<file path="src/rtl/efd_pkg.sv">
`default_nettype none
package efd_pkg;

  localparam int unsigned TableDepthDefault    = 64;
  localparam int unsigned CleanupPeriodDefault = 10;

  localparam int unsigned CfgIdxW = 8;
  localparam int unsigned CfgDataW = 32;

  // register indexes
  localparam logic [CfgIdxW-1:0] CfgConfThr  = 8'd0;
  localparam logic [CfgIdxW-1:0] CfgMinLat   = 8'd1;
  localparam logic [CfgIdxW-1:0] CfgMaxLat   = 8'd2;
  localparam logic [CfgIdxW-1:0] CfgDupWin   = 8'd3;

  localparam logic [2:0] InstrKick  = 3'd0;
  localparam logic [2:0] InstrSnare = 3'd1;

  // controller to datapath
  typedef struct packed {
    logic load;
    logic frame;
    logic div_init;
    logic div_step;
    logic idx_clr;
    logic idx_inc;
    logic rd;
    logic cmp_hit;
    logic cmp_sweep;
    logic decide;
  } efd_cmd_t;

  // datapath to controller
  typedef struct packed {
    logic is_hit;
    logic sweep_due;
    logic pass;
    logic idx_last;
  } efd_sts_t;

endpackage
`default_nettype wire

</file>
<file path="src/rtl/efd_ctrl.sv">
`default_nettype none
module efd_ctrl (
  input  wire logic             clk_i,
  input  wire logic             rst_ni,
  input  wire logic             start_i,
  input  wire efd_pkg::efd_sts_t sts_i,
  output efd_pkg::efd_cmd_t     cmd_o,
  output logic                  busy_o
);
  import efd_pkg::*;

  localparam logic [2:0] StIdle   = 3'd0;
  localparam logic [2:0] StCheck  = 3'd1;
  localparam logic [2:0] StDiv    = 3'd2;
  localparam logic [2:0] StRead   = 3'd3;
  localparam logic [2:0] StCmp    = 3'd4;
  localparam logic [2:0] StDecide = 3'd5;
  localparam logic [2:0] StSwRead = 3'd6;
  localparam logic [2:0] StSwCmp  = 3'd7;

  logic [2:0] state_q, state_d;

  assign busy_o = (state_q != StIdle);

  // sequence one item: a frame start and its periodic sweep, or a hit through filter, key divide, table scan and update
  always_comb begin
    state_d = state_q;
    cmd_o   = '0;
    unique case (state_q)
      StIdle: begin
        if (start_i) begin
          cmd_o.load = 1'b1;
          state_d    = StCheck;
        end
      end
      StCheck: begin
        if (!sts_i.is_hit) begin
          cmd_o.frame = 1'b1;
          if (sts_i.sweep_due) begin
            cmd_o.idx_clr = 1'b1;
            state_d       = StSwRead;
          end else begin
            state_d = StIdle;
          end
        end else if (sts_i.pass) begin
          cmd_o.div_init = 1'b1;
          state_d        = StDiv;
        end else begin
          state_d = StIdle;
        end
      end
      StDiv: begin
        cmd_o.div_step = 1'b1;
        cmd_o.idx_clr  = 1'b1;
        state_d        = StRead;
      end
      StRead: begin
        cmd_o.rd = 1'b1;
        state_d  = StCmp;
      end
      StCmp: begin
        cmd_o.cmp_hit = 1'b1;
        if (sts_i.idx_last) begin
          state_d = StDecide;
        end else begin
          cmd_o.idx_inc = 1'b1;
          state_d       = StRead;
        end
      end
      StDecide: begin
        cmd_o.decide = 1'b1;
        state_d      = StIdle;
      end
      StSwRead: begin
        cmd_o.rd = 1'b1;
        state_d  = StSwCmp;
      end
      StSwCmp: begin
        cmd_o.cmp_sweep = 1'b1;
        if (sts_i.idx_last) begin
          state_d = StIdle;
        end else begin
          cmd_o.idx_inc = 1'b1;
          state_d       = StSwRead;
        end
      end
      default: state_d = StIdle;
    endcase
  end

  always_ff @(posedge clk_i or negedge rst_ni) begin
    if (!rst_ni) begin
      state_q <= StIdle;
    end else begin
      state_q <= state_d;
    end
  end

endmodule
`default_nettype wire

</file>
<file path="config.mk">
export PLATFORM = sky130hd
export DESIGN_NAME = efd_ctrl
export DESIGN_NICKNAME = d
export VERILOG_FILES = /design/src/rtl/efd_pkg.sv /design/src/rtl/efd_ctrl.sv
export SDC_FILE = /design/constraint.sdc
export NUM_CORES = 1
export LEC_CHECK = 0
export ABC_AREA = 1
export BUFFER_PORTS_ARGS = -buffer_cell sky130_fd_sc_hd__buf_2
export CAP_MARGIN = 20
export CORE_AREA = 2 2 39 41
export CTS_BUF_LIST = sky130_fd_sc_hd__clkbuf_4
export DETAILED_ROUTE_END_ITERATION = 10
export DIE_AREA = 0 0 41 43
export GPL_TIMING_DRIVEN = 0
export SYNTH_ARGS = -nofsm -noshare
export SYNTH_HDL_FRONTEND = slang
export SYNTH_SLANG_ARGS = --single-unit
</file>
<file path="constraint.sdc">
create_clock -name clk_i -period 1.2 [get_ports clk_i]
set_input_delay 0.06 -clock clk_i [delete_from_list [all_inputs] [get_ports clk_i]]
set_output_delay 0.06 -clock clk_i [all_outputs]
set_load 0.01 [all_outputs]
</file>
# Word-level counts from Yosys, hierarchy flattened
# Index checks and enable logic that the tools add are counted.
dict set report word_totals {
  regBits 3
  latchBits 0
  ram_bits 0
  romBits 0
  in_bits 7
  out_inout_bits 11
  wordCells 36
  mem_count 0
}
dict set report op_classes {
  add_sub_neg 0
  multipliers 0
  div 0
  n_lt_le_gt_ge 0
  eq_ne 8
  shifts 0
  n_mux 23
  bitwise_logic 0
  n_reduce_logical 4
}
# operator n
set op_table {}
lappend op_table {{3-bit one-hot mux with 8 select lines} 1}
lappend op_table {{3-bit 2-to-1 mux} 5}
lappend op_table {{1-bit 2-to-1 mux} 14}
lappend op_table {{3-bit equality test (second input constant)} 4}
lappend op_table {{3-bit by 2-bit equality test with 1-bit output (second input constant)} 2}
lappend op_table {{2-bit 2-to-1 mux} 2}
lappend op_table {{2-bit OR reduction} 2}
lappend op_table {{3-bit by 1-bit equality test with 1-bit output (second input constant)} 1}
lappend op_table {{3-bit zero test} 1}
lappend op_table {{3-bit nonzero test} 1}
lappend op_table {{2-bit != test (second input constant)} 1}
lappend op_table {{1-bit one-hot mux with 2 select lines} 1}

# Depth between registers and ports, before layout
dict set report logic_depth {
  word_depth 3
  depth_mapped 5
  depth_no_buf 5
}

# Worst setup path before layout
# No wires, ideal clock.
dict set report synth_path {
  path_type {reg2out}
  from {register state_q[2]}
  to {output cmd_o[5] (netlist name)}
  arrival_ns 1.039
  required_ns 1.140
  path_slack_ns 0.101
  stages_incl_launch_ff 3
  n_path_buf 0
  path_cell_list {dfrtp_1 > nor3_1 > or2_1}
}
# item line_no
set synth_rtl {}
lappend synth_rtl {{start, declared} efd_ctrl.sv:21} ;# logic [2:0] state_q, state_d;
lappend synth_rtl {{start signal, assigned} efd_ctrl.sv:93} ;# state_q <= StIdle;
lappend synth_rtl {{start signal, assigned} efd_ctrl.sv:95} ;# state_q <= state_d;
lappend synth_rtl {{end, declared} efd_ctrl.sv:7} ;# output efd_pkg::efd_cmd_t cmd_o,

==> impl_metrics.py <==
metrics = {
    "outcome": {
        "status": "finished with violations",
        "violations": "negative setup slack",
    },
    "finish": {
        "fin_util": 0.3291,
        "largest_registers": "state_q: 3 flops",
        "layout-drive-gt1-share": 0.5143,
        "num_antenna_cells": 0,
        "final_area_sq_um": 455.4,
        "regMostFlops": "state_q",
        "final_common_cell": "buf_2",
        "layout_common_cells": "buf_2 (17), nor2_1 (10), nand2_1 (8), inv_1 (6), buf_4 (5)",
        "nets": 78,
        "largest_reg_flops": 3,
        "synthToLayoutAreaGrowth_pct": 78.43,
    },
    "placement": {
        "gp_congestion": 0.7445,
        "io_buffers": 17,
        "pre_cts_ws_ns": 0.05833,
        "placed_cell_area_sq_um": 360.3,
        "dp_hpwl_um": 490.8,
    },
    "floorplanning": {
        "start_util": 0.1844,
        "placementRows": 14,
        "io_pins": 18,
        "dieWidth_um": 41,
        "core_sq_um": 1384,
        "dieArea_sq_um": 1763,
        "die_h_um": 43,
    },
    "global_routing": {
        "grt_pass1_wl_um": 1021,
        "grt_pass1_vias": 271,
        "grt_max_degree": 8,
        "grt_overflow": 0,
        "grt_antenna_before_repair": 0,
        "track_usage": 0.09054,
    },
    "synth": {
        "syn_nets": 50,
        "synth_top_family_by_area": "simple AND/OR/NAND/NOR gates",
        "yosys.area.top_type": "dfrtp_1",
        "syn_area_per_cell_sq_um": 5.936,
        "yosysUniqueCellTypes": 14,
        "synth_xor_area_frac": 0,
        "synth_seq_cells": 3,
        "synth_compound_area_frac": 0.05882,
        "yosysTopAreaCellShare": 0.2941,
        "yosys_warnings": 0,
        "netlist_instances": 43,
        "synth_mux_area_frac": 0,
        "synthTopCellsByArea": "dfrtp_1 (29%), nor2_1 (15%), nand2_1 (12%)",
        "ys_seq_area_frac": 0.2941,
        "syn_area_sq_um": 255.2,
        "yosys.area_share.simple": 0.5147,
        "synth_fa_ha_area_frac": 0,
    },
    "clock_network": {
        "clk_pin_slew_ns": 0.04,
        "cts.sinks": 3,
        "cts_tree": "built",
        "cts.path.max_buffers": 2,
        "cts_buffers": 3,
        "clock_latency_ns": 0.23,
        "htreeDepth": 1,
        "clock-root-buffer": "clkbuf_4",
    },
    "pwr": {
        "p_leak_nw": 0.2834,
        "p_per_area_nw_per_um2": 2311,
        "peakVddDrop_uv": 1087,
        "p_total_mw": 1.053,
    },
    "sta": {
        "hold_viol_final": 0,
        "slew_headroom": 0.8711,
        "tightest_slew_ns": 0.1922,
        "setup_slack_ns": -0.01746,
        "fin_hold_ws_ns": 0.06261,
        "min_period_ns": 1.217,
        "finalSetupViolations": 3,
        "fmax_mhz": 821.4,
        "skew_ns": 0.001854,
        "fin_crit_sh": 1.015,
        "rsz0062_at_grt": "true",
        "slew_violations": 0,
    },
    "worst_setup_path": {
        "r2r_end": "state_q[1]",
        "reg2reg_depth": 5,
        "slowest_delay_ns": 0.44,
        "crit_type": "reg -> out",
        "critPathTopFamily": "flip-flops",
        "end_kind": "output port",
        "reg2reg_slack_ns": 0.16,
        "crit_arrival_ns": 1.16,
        "worstPathRequired_ns": 1.14,
        "crit_chain": "nor3_2 > or2_1 > buf_2",
        "startpoint_type": "flip-flop",
        "cp_slowest_cell": "dfrtp_2",
        "critical_path.max_fanout": 5,
        "r2r_start": "state_q[2]",
        "critical_path_buf_inv_count": 1,
    },
    "routing": {
        "dr.pass1.iters": 3,
        "drc": 0,
        "vias_per_cell": 3.977,
        "drtIter0Drc": 2,
        "wirelength_um": 630,
        "drt-wirelength-per-cell_um": 7.326,
        "postRouteAntennaNets": 0,
        "via_count": 342,
    },
    "hold_path": {
        "hold_depth": 3,
        "min_to": "state_q[0]",
        "holdCritStartpoint": "start_i",
        "hold_path.class": "in -> reg",
    },
    "run": {
        "cap_violations": 0,
    },
}
[power by group]
group,switching [mW],internal [mW],leakage (nW)
combinational,0.345,0.281,0.230
sequential,0.0717,0.155,0.0351
clock,0.0520,0.147,0.0184
total,0.469,0.583,0.283
[metrics by stage]
step	instances	setup TNS, ns
finish	86	-0.03056
global route	86	-0.5824
floorplan	43	0
CTS	86	-0.09555
detailed placement	76	0
global placement	76	0
[cells in the mapped netlist]
master / number
nand4_1: 1
dfrtp_1: 3
nand2_1: 8
nor2_1: 10
nor3_1: 2
o21ai_0: 2
nand3_1: 3
inv_1: 7
nor2_2: 1
nand3_2: 1
a21oi_1: 1
nor3_2: 1
or2_1: 1
inv_2: 2
[worst register-to-register path, cell delays in order, from the launching register on]
cell and delay [ns]:
dfrtp_2 0.43, buf_4 0.16, nand4_1 0.10, nand2_1 0.08, nor2_1 0.10, nand2_1 0.06
[timing repair]
item                                   4_1_cts  5_1_grt
setup buffers                                5        0
pin swaps                                    1        0
setup endpoints to repair                    8       10
gates resized for setup                      7        1
hold buffers                                 1        0
endpoints found under the hold margin        3        0
[logic make-up after synthesis]
group                  after synthesis
AND/OR/NAND/NOR                     28
flip-flops                           3
AO/OA/AOI/OAI                        3
buffers and inverters                9
[cell type report]
type	count	area (sq um)
Sequential cell	3	77.57
Fill cell	153	928.4
Clock buffer	4	30.03
Inverter	9	38.79
Tap cell	16	20.02
Timing Repair Buffer	23	132.6
Multi-Input combinational cell	31	156.4
[how the worst max path moves through the flow]
stage	cells after the start	slack, ns	end	from
floorplan	2	0.10	cmd_o[5]	state_q[2]
global placement	4	0.09	cmd_o[4]	state_q[0]
detailed placement	4	0.06	cmd_o[4]	state_q[0]
CTS	5	-0.05	cmd_o[5]	state_q[1]
global route	3	-0.11	cmd_o[5]	state_q[0]
finish	3	-0.02	cmd_o[5]	state_q[0]
[metal layers]
metal / part of all wire / vias up / GRT usage
met4: 0 / 0 / 0.08000
met1: 0.46 / 145 / 0.1003
met2: 0.46 / 11 / 0.1188
li1: - / 186 / -
met3: 0.081 / 0 / 0.04712
met5: 0 / - / 0
Note: power is estimated with default switching activity, not from simulation.
